$ cat src/hdl/multi_window_moving_average_macros.svh
// Assertion macros shared by the moving-average RTL.
`ifndef MULTI_WINDOW_MOVING_AVERAGE_MACROS_SVH
`define MULTI_WINDOW_MOVING_AVERAGE_MACROS_SVH

// Same-cycle implication, checked on every rising clock edge outside reset.
`define MWMA_ASSERT_IMP(lbl, ante, cons, msg) \
   lbl: assert property (@(posedge clock) disable iff (reset) (ante) |-> (cons)) \
      else $error(msg);

// Next-cycle implication, checked on every rising clock edge outside reset.
`define MWMA_ASSERT_NXT(lbl, ante, cons, msg) \
   lbl: assert property (@(posedge clock) disable iff (reset) (ante) |=> (cons)) \
      else $error(msg);

`endif

$ cat src/hdl/mwma_pkg.sv
// Package: sizes, window tables, reciprocal constants and shared types.
package mwma_pkg;

   localparam int RING_DEPTH  = 128;
   localparam int SAMPLE_BITS = 16;
   localparam int AVG_BITS    = 16;

   localparam int PTR_BITS  = $clog2(RING_DEPTH);
   localparam int FILL_BITS = $clog2(RING_DEPTH + 1);

   // Nested averaging windows, shortest first.
   localparam int WIN_COUNT = 7;
   localparam int WIN_BITS  = $clog2(WIN_COUNT + 1);
   localparam int WIN_LEN   [WIN_COUNT] = '{2, 4, 8, 12, 25, 60, 125};
   localparam int WIN_SHIFT [WIN_COUNT] = '{$clog2(2), $clog2(4), $clog2(8), $clog2(12),
                                            $clog2(25), $clog2(60), $clog2(125)};
   localparam int WIN_MAX   = WIN_LEN[WIN_COUNT-1];
   localparam int CNT_BITS  = $clog2(WIN_MAX + 1);

   // Running sum of the longest window fits here.
   localparam int SUM_BITS  = SAMPLE_BITS + WIN_SHIFT[WIN_COUNT-1];
   localparam int MAG_BITS  = SUM_BITS + 1;
   localparam int PROD_BITS = SUM_BITS + MAG_BITS;

   // Reciprocals ceil(2^(SUM_BITS+l)/N), l = clog2(N): floor(x*m >> (SUM_BITS+l)) == x/N
   localparam logic [63:0] WIN_MAGIC [WIN_COUNT] = '{
      ((64'd1 << (SUM_BITS + WIN_SHIFT[0])) + 64'(WIN_LEN[0]) - 64'd1) / 64'(WIN_LEN[0]),
      ((64'd1 << (SUM_BITS + WIN_SHIFT[1])) + 64'(WIN_LEN[1]) - 64'd1) / 64'(WIN_LEN[1]),
      ((64'd1 << (SUM_BITS + WIN_SHIFT[2])) + 64'(WIN_LEN[2]) - 64'd1) / 64'(WIN_LEN[2]),
      ((64'd1 << (SUM_BITS + WIN_SHIFT[3])) + 64'(WIN_LEN[3]) - 64'd1) / 64'(WIN_LEN[3]),
      ((64'd1 << (SUM_BITS + WIN_SHIFT[4])) + 64'(WIN_LEN[4]) - 64'd1) / 64'(WIN_LEN[4]),
      ((64'd1 << (SUM_BITS + WIN_SHIFT[5])) + 64'(WIN_LEN[5]) - 64'd1) / 64'(WIN_LEN[5]),
      ((64'd1 << (SUM_BITS + WIN_SHIFT[6])) + 64'(WIN_LEN[6]) - 64'd1) / 64'(WIN_LEN[6])
   };

   typedef enum logic [1:0] {
      ST_IDLE,
      ST_SUM,
      ST_DRAIN,
      ST_DONE
   } state_type;

   // Request into the constant divider.
   typedef struct packed {
      logic                go;
      logic [WIN_BITS-1:0] win;
      logic [SUM_BITS-1:0] sum;
   } div_req_type;

   // Result and status out of the constant divider.
   typedef struct packed {
      logic                   done;
      logic                   busy;
      logic [WIN_BITS-1:0]    win;
      logic [SAMPLE_BITS-1:0] quot;
   } div_rsp_type;

endpackage

$ cat src/hdl/mwma_ram.sv
// Generic single-port-write, single-port-read RAM with registered read data.
module mwma_ram #(
   parameter int WIDTH = 16,
   parameter int DEPTH = 128
) (
   input  logic                     clock,
   input  logic                     wr_en,
   input  logic [$clog2(DEPTH)-1:0] wr_addr,
   input  logic [WIDTH-1:0]         wr_data,
   input  logic [$clog2(DEPTH)-1:0] rd_addr,
   output logic [WIDTH-1:0]         rd_data
);

   logic [WIDTH-1:0] mem_ff [DEPTH];
   logic [WIDTH-1:0] rd_data_ff;

   // Write port
   always_ff @(posedge clock) begin
      if (wr_en) begin
         mem_ff[wr_addr] <= wr_data;
      end
   end

   // Registered read port
   always_ff @(posedge clock) begin
      rd_data_ff <= mem_ff[rd_addr];
   end

   assign rd_data = rd_data_ff;

endmodule

$ cat src/hdl/mwma_cdiv.sv
// Shared two-stage divider by the window lengths (reciprocal multiply and shift).
module mwma_cdiv (
   input  logic                 clock,
   input  logic                 reset,
   input  mwma_pkg::div_req_type div_req,
   output mwma_pkg::div_rsp_type div_rsp
);

   logic                             go1_ff;
   logic [mwma_pkg::WIN_BITS-1:0]    win1_ff;
   logic [mwma_pkg::SUM_BITS-1:0]    x_ff;
   logic                             go2_ff;
   logic [mwma_pkg::WIN_BITS-1:0]    win2_ff;
   logic [mwma_pkg::PROD_BITS-1:0]   prod_ff;
   logic [mwma_pkg::MAG_BITS-1:0]    mag;
   logic [mwma_pkg::PROD_BITS-1:0]   prod_in;
   logic [mwma_pkg::PROD_BITS-1:0]   shifted;

   // Pick the reciprocal of the window being divided
   assign mag     = mwma_pkg::MAG_BITS'(mwma_pkg::WIN_MAGIC[win1_ff]);
   assign prod_in = mwma_pkg::PROD_BITS'(x_ff) * mwma_pkg::PROD_BITS'(mag);

   // Advance the stage valid flags
   always_ff @(posedge clock) begin
      if (reset) begin
         go1_ff <= 1'b0;
         go2_ff <= 1'b0;
      end else begin
         go1_ff <= div_req.go;
         go2_ff <= go1_ff;
      end
   end

   // Capture the operand, then the product
   always_ff @(posedge clock) begin
      if (div_req.go) begin
         x_ff    <= div_req.sum;
         win1_ff <= div_req.win;
      end
      if (go1_ff) begin
         prod_ff <= prod_in;
         win2_ff <= win1_ff;
      end
   end

   // Drop the fraction bits
   assign shifted = prod_ff >> (mwma_pkg::SUM_BITS + mwma_pkg::WIN_SHIFT[win2_ff]);

   assign div_rsp.done = go2_ff;
   assign div_rsp.busy = go1_ff | go2_ff;
   assign div_rsp.win  = win2_ff;
   assign div_rsp.quot = mwma_pkg::SAMPLE_BITS'(shifted);

endmodule

$ cat src/hdl/multi_window_moving_average.sv
// Top level: sample ring, window accumulation sequencer and result register.
// Per sample: 125 ring reads folded through one adder behind a registered read, then the
// two-stage divider, a drain check and a load of the result register.
// The single ring read port walks 125 entries per sample, and no new sample is taken
// until the last one's result is loaded. A new sample may be taken while the last
// result waits. Reset (synchronous, active high) empties the ring by clearing the fill count.
`include "multi_window_moving_average_macros.svh"

module multi_window_moving_average (
   input  logic        clock,
   input  logic        reset,
   input  logic        req_valid,
   output logic        req_stall,
   input  logic [15:0] req_sample,
   output logic        rsp_valid,
   input  logic        rsp_stall,
   output logic [15:0] rsp_avg_2,
   output logic [15:0] rsp_avg_4,
   output logic [15:0] rsp_avg_8,
   output logic [15:0] rsp_avg_12,
   output logic [15:0] rsp_avg_25,
   output logic [15:0] rsp_avg_60,
   output logic [15:0] rsp_avg_125
);

   mwma_pkg::state_type state_ff, state_in;

   logic [mwma_pkg::PTR_BITS-1:0]    pos_ff, pos_in;
   logic [mwma_pkg::FILL_BITS-1:0]   fill_ff, fill_in;
   logic [mwma_pkg::PTR_BITS-1:0]    rd_pos_ff, rd_pos_in;
   logic [mwma_pkg::CNT_BITS-1:0]    issue_cnt_ff, issue_cnt_in;
   logic                             rd_live_ff, rd_live_in;
   logic                             rd_keep_ff, rd_keep_in;
   logic [mwma_pkg::CNT_BITS-1:0]    taken_ff, taken_in;
   logic [mwma_pkg::SUM_BITS-1:0]    sum_ff, sum_in;
   logic [mwma_pkg::WIN_BITS-1:0]    win_idx_ff, win_idx_in;
   logic [mwma_pkg::SAMPLE_BITS-1:0] avg_ff [mwma_pkg::WIN_COUNT];
   logic [mwma_pkg::AVG_BITS-1:0]    rsp_avg_ff [mwma_pkg::WIN_COUNT];
   logic                             rsp_valid_ff, rsp_valid_in;

   logic                             req_accept;
   logic                             rsp_take;
   logic                             rsp_load;
   logic                             in_sum;
   logic                             issue;
   logic [mwma_pkg::PTR_BITS-1:0]    pos_next;
   logic [mwma_pkg::PTR_BITS-1:0]    rd_pos_prev;
   logic                             entry_written;
   logic [mwma_pkg::SAMPLE_BITS-1:0] rd_data;
   logic [mwma_pkg::SAMPLE_BITS-1:0] addend;
   logic [mwma_pkg::SUM_BITS-1:0]    sum_next;
   logic [mwma_pkg::CNT_BITS-1:0]    taken_next;
   logic                             win_ok;
   logic [mwma_pkg::WIN_BITS-1:0]    win_sel;
   logic                             win_close;
   logic                             last_take;
   mwma_pkg::div_req_type            div_req;
   mwma_pkg::div_rsp_type            div_rsp;

   assign req_accept = req_valid & ~req_stall;
   assign rsp_take   = rsp_valid_ff & ~rsp_stall;

   // Ring pointer arithmetic with wrap
   assign pos_next    = (pos_ff == mwma_pkg::PTR_BITS'(mwma_pkg::RING_DEPTH - 1))
                        ? '0 : pos_ff + 1'b1;
   assign rd_pos_prev = (rd_pos_ff == '0)
                        ? mwma_pkg::PTR_BITS'(mwma_pkg::RING_DEPTH - 1) : rd_pos_ff - 1'b1;

   // Entries never written since reset read as zero
   assign entry_written = (fill_ff == mwma_pkg::FILL_BITS'(mwma_pkg::RING_DEPTH)) ||
                          ((rd_pos_ff != '0) && (mwma_pkg::FILL_BITS'(rd_pos_ff) <= fill_ff));

   mwma_ram #(
      .WIDTH (mwma_pkg::SAMPLE_BITS),
      .DEPTH (mwma_pkg::RING_DEPTH)
   ) u_ring (
      .clock   (clock),
      .wr_en   (req_accept),
      .wr_addr (pos_next),
      .wr_data (mwma_pkg::SAMPLE_BITS'(req_sample)),
      .rd_addr (rd_pos_ff),
      .rd_data (rd_data)
   );

   // Shared adder: fold one ring entry per cycle into the running sum
   assign issue      = in_sum && (issue_cnt_ff != mwma_pkg::CNT_BITS'(mwma_pkg::WIN_MAX));
   assign addend     = rd_keep_ff ? rd_data : '0;
   assign sum_next   = sum_ff + mwma_pkg::SUM_BITS'(addend);
   assign taken_next = taken_ff + 1'b1;
   assign win_ok     = (win_idx_ff != mwma_pkg::WIN_BITS'(mwma_pkg::WIN_COUNT));
   assign win_sel    = win_ok ? win_idx_ff : mwma_pkg::WIN_BITS'(mwma_pkg::WIN_COUNT - 1);
   assign win_close  = rd_live_ff && win_ok &&
                       (taken_next == mwma_pkg::CNT_BITS'(mwma_pkg::WIN_LEN[win_sel]));
   assign last_take  = rd_live_ff &&
                       (taken_next == mwma_pkg::CNT_BITS'(mwma_pkg::WIN_MAX));

   // Hand each closed window's sum to the divider
   assign div_req.go  = win_close;
   assign div_req.win = win_idx_ff;
   assign div_req.sum = sum_next;

   mwma_cdiv u_cdiv (
      .clock   (clock),
      .reset   (reset),
      .div_req (div_req),
      .div_rsp (div_rsp)
   );

   // Next state
   always_comb begin
      state_in = state_ff;
      unique case (state_ff)
         mwma_pkg::ST_IDLE: begin
            if (req_accept) begin
               state_in = mwma_pkg::ST_SUM;
            end
         end
         mwma_pkg::ST_SUM: begin
            if (last_take) begin
               state_in = mwma_pkg::ST_DRAIN;
            end
         end
         mwma_pkg::ST_DRAIN: begin
            if (!div_rsp.busy) begin
               state_in = mwma_pkg::ST_DONE;
            end
         end
         mwma_pkg::ST_DONE: begin
            if (!rsp_valid_ff || rsp_take) begin
               state_in = mwma_pkg::ST_IDLE;
            end
         end
         default: state_in = mwma_pkg::ST_IDLE;
      endcase
   end

   // State outputs
   always_comb begin
      req_stall = 1'b1;
      in_sum    = 1'b0;
      rsp_load  = 1'b0;
      unique case (state_ff)
         mwma_pkg::ST_IDLE:  req_stall = 1'b0;
         mwma_pkg::ST_SUM:   in_sum    = 1'b1;
         mwma_pkg::ST_DRAIN: req_stall = 1'b1;
         mwma_pkg::ST_DONE:  rsp_load  = !rsp_valid_ff || rsp_take;
         default:            req_stall = 1'b1;
      endcase
   end

   // Datapath next values
   always_comb begin
      pos_in       = pos_ff;
      fill_in      = fill_ff;
      rd_pos_in    = rd_pos_ff;
      issue_cnt_in = issue_cnt_ff;
      taken_in     = taken_ff;
      sum_in       = sum_ff;
      win_idx_in   = win_idx_ff;
      rd_live_in   = issue;
      rd_keep_in   = entry_written;
      if (req_accept) begin
         pos_in       = pos_next;
         if (fill_ff != mwma_pkg::FILL_BITS'(mwma_pkg::RING_DEPTH)) begin
            fill_in = fill_ff + 1'b1;
         end
         rd_pos_in    = pos_next;
         issue_cnt_in = '0;
         taken_in     = '0;
         sum_in       = '0;
         win_idx_in   = '0;
      end
      if (issue) begin
         rd_pos_in    = rd_pos_prev;
         issue_cnt_in = issue_cnt_ff + 1'b1;
      end
      if (rd_live_ff) begin
         sum_in   = sum_next;
         taken_in = taken_next;
      end
      if (win_close) begin
         win_idx_in = win_idx_ff + 1'b1;
      end
   end

   assign rsp_valid_in = rsp_load || (rsp_valid_ff && !rsp_take);

   // Control registers
   always_ff @(posedge clock) begin
      if (reset) begin
         state_ff     <= mwma_pkg::ST_IDLE;
         pos_ff       <= '0;
         fill_ff      <= '0;
         issue_cnt_ff <= '0;
         taken_ff     <= '0;
         win_idx_ff   <= '0;
         rd_live_ff   <= 1'b0;
         rsp_valid_ff <= 1'b0;
      end else begin
         state_ff     <= state_in;
         pos_ff       <= pos_in;
         fill_ff      <= fill_in;
         issue_cnt_ff <= issue_cnt_in;
         taken_ff     <= taken_in;
         win_idx_ff   <= win_idx_in;
         rd_live_ff   <= rd_live_in;
         rsp_valid_ff <= rsp_valid_in;
      end
   end

   // Payload registers
   always_ff @(posedge clock) begin
      rd_pos_ff  <= rd_pos_in;
      rd_keep_ff <= rd_keep_in;
      sum_ff     <= sum_in;
      if (div_rsp.done) begin
         avg_ff[div_rsp.win] <= div_rsp.quot;
      end
      if (rsp_load) begin
         for (int i = 0; i < mwma_pkg::WIN_COUNT; i++) begin
            rsp_avg_ff[i] <= mwma_pkg::AVG_BITS'(avg_ff[i]);
         end
      end
   end

   assign rsp_valid   = rsp_valid_ff;
   assign rsp_avg_2   = rsp_avg_ff[0];
   assign rsp_avg_4   = rsp_avg_ff[1];
   assign rsp_avg_8   = rsp_avg_ff[2];
   assign rsp_avg_12  = rsp_avg_ff[3];
   assign rsp_avg_25  = rsp_avg_ff[4];
   assign rsp_avg_60  = rsp_avg_ff[5];
   assign rsp_avg_125 = rsp_avg_ff[6];

   // Checks
   `MWMA_ASSERT_NXT(a_start_walk, req_accept, (state_ff == mwma_pkg::ST_SUM) && (issue_cnt_ff == '0) && (taken_ff == '0), "walk did not restart after a transaction")
   `MWMA_ASSERT_IMP(a_all_windows, state_ff == mwma_pkg::ST_DONE, win_idx_ff == mwma_pkg::WIN_BITS'(mwma_pkg::WIN_COUNT), "result ready before every window closed")
   `MWMA_ASSERT_IMP(a_div_window, div_rsp.done, (state_ff == mwma_pkg::ST_SUM) || (state_ff == mwma_pkg::ST_DRAIN), "divider result outside accumulation")
   `MWMA_ASSERT_IMP(a_fill_limit, 1'b1, fill_ff <= mwma_pkg::FILL_BITS'(mwma_pkg::RING_DEPTH), "fill count past ring depth")

endmodule

$ cat config.mk
export PLATFORM = sky130hd
export DESIGN_NAME = multi_window_moving_average
export DESIGN_NICKNAME = d
export VERILOG_FILES = /design/src/hdl/mwma_pkg.sv /design/src/hdl/mwma_ram.sv /design/src/hdl/mwma_cdiv.sv /design/src/hdl/multi_window_moving_average.sv
export VERILOG_INCLUDE_DIRS = /design/src /design/src/hdl
export SDC_FILE = /design/constraint.sdc
export NUM_CORES = 2
export LEC_CHECK = 0
export BUFFER_PORTS_ARGS = -buffer_cell sky130_fd_sc_hd__buf_2
export CORE_ASPECT_RATIO = 0.75
export CORE_UTILIZATION = 45
export DETAILED_ROUTE_END_ITERATION = 8
export MAX_ROUTING_LAYER = met4
export SLEW_MARGIN = 20
export SYNTH_ARGS = -nofsm -noshare
export SYNTH_HDL_FRONTEND = slang
export SYNTH_SLANG_ARGS = --single-unit
$ cat constraint.sdc
create_clock -name clock -period 14.47 [get_ports clock]
set_input_delay 2.894 -clock clock [delete_from_list [all_inputs] [get_ports clock]]
set_output_delay 2.894 -clock clock [all_outputs]
set_load 0.05 [all_outputs]
==> reports/metrics.cfg <==
[die]
dieArea_mm2 = 0.242
die_w_um = 568
die_y_um = 427
io_pins = 134
core.rowCount = 155
core_area_mm2 = 0.238
initial_utilization = 0.454

[drt]
num_vias = 58000
routed_wl_um = 299000
antenna_left = 0
drc = 0
vias_per_cell = 5.82
post_drt_wl_per_cell_um = 30.1
drt_first_pass_iters = 5
drt_iter0_drc = 7228

[status]
status = finished clean

[place]
dp_hpwl_um = 196000
io_buffers = 133
gp_congestion = 0.952

[worst_setup_path]
worstPathMaxFanout = 16
critPathKind = reg2reg
critPathLaunchType = flop
cp.required_ns = 15.14
critPathArrivalTime_ns = 9.35
endpoint_kind = flop

[global_routing]
overflow = 0
grt_antenna_before_repair = 23
grtUsageTotal = 0.255
grt_pass1_wl_um = 428000
grt_pass1_vias = 57200
grt_max_degree = 105

[layout]
drive_gt1_frac = 0.179
syn_to_final_growth_pct = 11.8
regArea_mm2 = 0.0720
nFillCells = 19400
nets = 7267
multi_input_area_mm2 = 0.0327
utilization = 0.507

[power]
p_per_area_mw_per_mm2 = 165
power_uw = 20000
leakagePower_uw = 0.0431
irDropWorstVdd_uv = 136

[logic_synthesis]
ys_seq_area_frac = 0.666
synthAdderAreaFrac = 0.0990
synth_cell_types = 75
synth_top_family_by_area = multiplexers
synth_compound_area_frac = 0.0390
synthArstFlopShare = 0
syn_area_mm2 = 0.108
synth-simple-area-share = 0.0346
ys_seq_elements = 2417
syn_inst = 6269
synth_mux_area_frac = 0.122
synth.avg_cell_area_um2 = 17.3
synth_edf_count = 2362
yosysWarningCount = 0
synth_xor_area_frac = 0.00535
synth_nets = 6923
synth_ff_type = edfxtp_1

[sta]
final_max_slew_viol_count = 0
setup_violations = 0
rsz0062_at_grt = no
finalCritPeriodShare = 0.600
hold_violations = 0
slew_headroom = 0.156
tns_ns = 0
clock_skew_ns = 0.0543
period_minus_slack_ns = 8.68
fmax_ghz = 0.115
worstMarginPinSlew_ns = 1.27

[clock_tree]
h-tree-depth = 4
post_cts_buffers = 0
clockBufferDepth = 4
cts_buffers = 234
clkSlewWorstSetupHoldPaths_ns = 0.07
cts_resized = 0
postCtsHoldBufs = 0
clock-root-buffer = clkbuf_16
cts.sinks = 2417
tritoncts = yes
clock_latency_ns = 0.92

[min_path]
hold_path_class = reg2reg

[flow_run]
drv_cap = 0

## logic make-up (layout without fill, tap and decap cells)
| group | count (synthesis) | after routing |
|---|---|---|
| DFF | 2417 | 2417 |
| muxes | 787 | 787 |
| AOI/OAI and AO/OA | 663 | 663 |
| adders and majority gates | 634 | 634 |
| xor gates and xnor gates | 66 | 66 |
| and+or+nand+nor | 830 | 830 |
| buffers and inverters | 872 | 1408 |
| other | 0 | 9 |
## cell usage after synthesis, types with 22 or more instances
master	number	share of area
buf_4	36	0.0025
o21ai_0	54	0.0025
clkbuf_1	140	0.0049
nor3_1	42	0.0019
dfxtp_1	55	0.010
buf_2	33	0.0015
o221ai_1	92	0.0075
xnor2_1	32	0.0026
edfxtp_1	2362	0.66
and2_1	92	0.0053
a21oi_1	215	0.010
o21ai_1	75	0.0035
mux2i_1	309	0.029
and3_1	24	0.0014
buf_6	31	0.0032
inv_1	603	0.021
mux4_2	419	0.087
xor2_1	34	0.0028
nand3_1	34	0.0016
o22ai_1	70	0.0040
nor2b_1	22	0.0013
buf_1	22	0.00076
mux2_1	39	0.0041
nand2_1	261	0.0091
ha_1	265	0.031
fa_1	369	0.068
nor2_1	300	0.010
## path summary, 6_finish.rpt
kind	slack (ns)	from	cells after the start	endpoint
worst max register to register	5.79	u_cdiv.win1_ff[1]	27	u_cdiv.prod_ff[41]
worst min-delay path	0.39	avg_ff[3][2]	0	rsp_avg_ff[3][2]
worst max-delay path	5.79	u_cdiv.win1_ff[1]	27	u_cdiv.prod_ff[41]
worst min register to register	0.39	avg_ff[3][2]	0	rsp_avg_ff[3][2]
## power breakdown
group | internal [µW] | switching [µW] | total [µW] | leakage [µW]
Combinational | 2140 | 3890 | 6030 | 0.0178
Sequential | 7880 | 83.6 | 7970 | 0.0217
Clock | 3370 | 2640 | 6010 | 0.00365
## registers in the layout, summed over array words and instances, names as in the netlist, 2 cells and up
name and flops:
u_ring.rd_data 16, fill_ff 8, avg_ff 112, pos_ff 7, u_cdiv.x_ff 23, u_cdiv.win1_ff 3
u_ring.mem_ff 2048, u_cdiv.prod_ff 31, sum_ff 23, issue_cnt_ff 7, rsp_avg_ff 112, rd_pos_ff 7
taken_ff 7, u_cdiv.win2_ff 3, win_idx_ff 3, state_ff 2
## routing by layer
layer | share of wire | GRT usage
met1 | 0.46 | 0.395
met2 | 0.41 | 0.334
met3 | 0.11 | 0.0746
met4 | 0.015 | 0.0397
met5 | 0 | -
## cell usage in the layout (no fill, tap or decap), drive strengths merged, types with 21 or more instances in the layout
cell type  synthesis  layout
mux4             419     419
mux2i            309     309
nor2             300     300
nand2            261     261
and3              24      24
clkinv             1     121
nor3              42      42
o22ai             70      70
inv              608     614
bufinv             0      21
xnor2             32      32
a21oi            215     215
xor2              34      34
and2              92      92
buf              122     371
mux2              59      59
dfxtp             55      55
nor2b             22      22
o221ai            92      92
o21ai            129     129
ha               265     265
nand3             34      34
fa               369     369
clkbuf           141     273
edfxtp          2362    2362
## through the flow
step	std cells	area [µm²]	setup WS (ns)	hold WS, ns
6_report	9954	121000	5.79	0.387
5_1_grt	9949	121000	5.37	0.379
4_1_cts	9944	121000	5.93	0.385
3_5_place_dp	9516	113000	5.91	0.405
3_3_place_gp	9516	113000	6.09	0.401
2_1_floorplan	6269	108000	2.75	0.400
## critical path: stages, from the launching register on
cell and delay (ns):
edfxtp_1 0.70, inv_1 0.28, a21oi_2 0.63, buf_4 0.35, nor2_1 0.14, fa_1 0.51
inv_1 0.05, fa_1 0.53, inv_1 0.08, fa_1 0.50, fa_1 0.52, inv_1 0.06
fa_1 0.53, inv_1 0.05, fa_1 0.47, inv_1 0.06, fa_1 0.54, inv_1 0.07
ha_1 0.31, nand4_1 0.22, nor2_1 0.20, o2111ai_1 0.21, a211oi_2 0.37, a21oi_1 0.18
a22oi_1 0.43, a21oi_1 0.17, o21bai_1 0.19, xor2_1 0.08
## layout make-up
cell class	count	share of cell area
timing repair buffer	371	0.0212
tap	3140	0.0325
sequential	2417	0.596
clock buffer	273	0.0502
antenna	9	0.000186
clock inverter	155	0.0113
inverter	609	0.0189
multi-input combinational	2980	0.270
No activity file was read; power rests on OpenSTA's default activity.
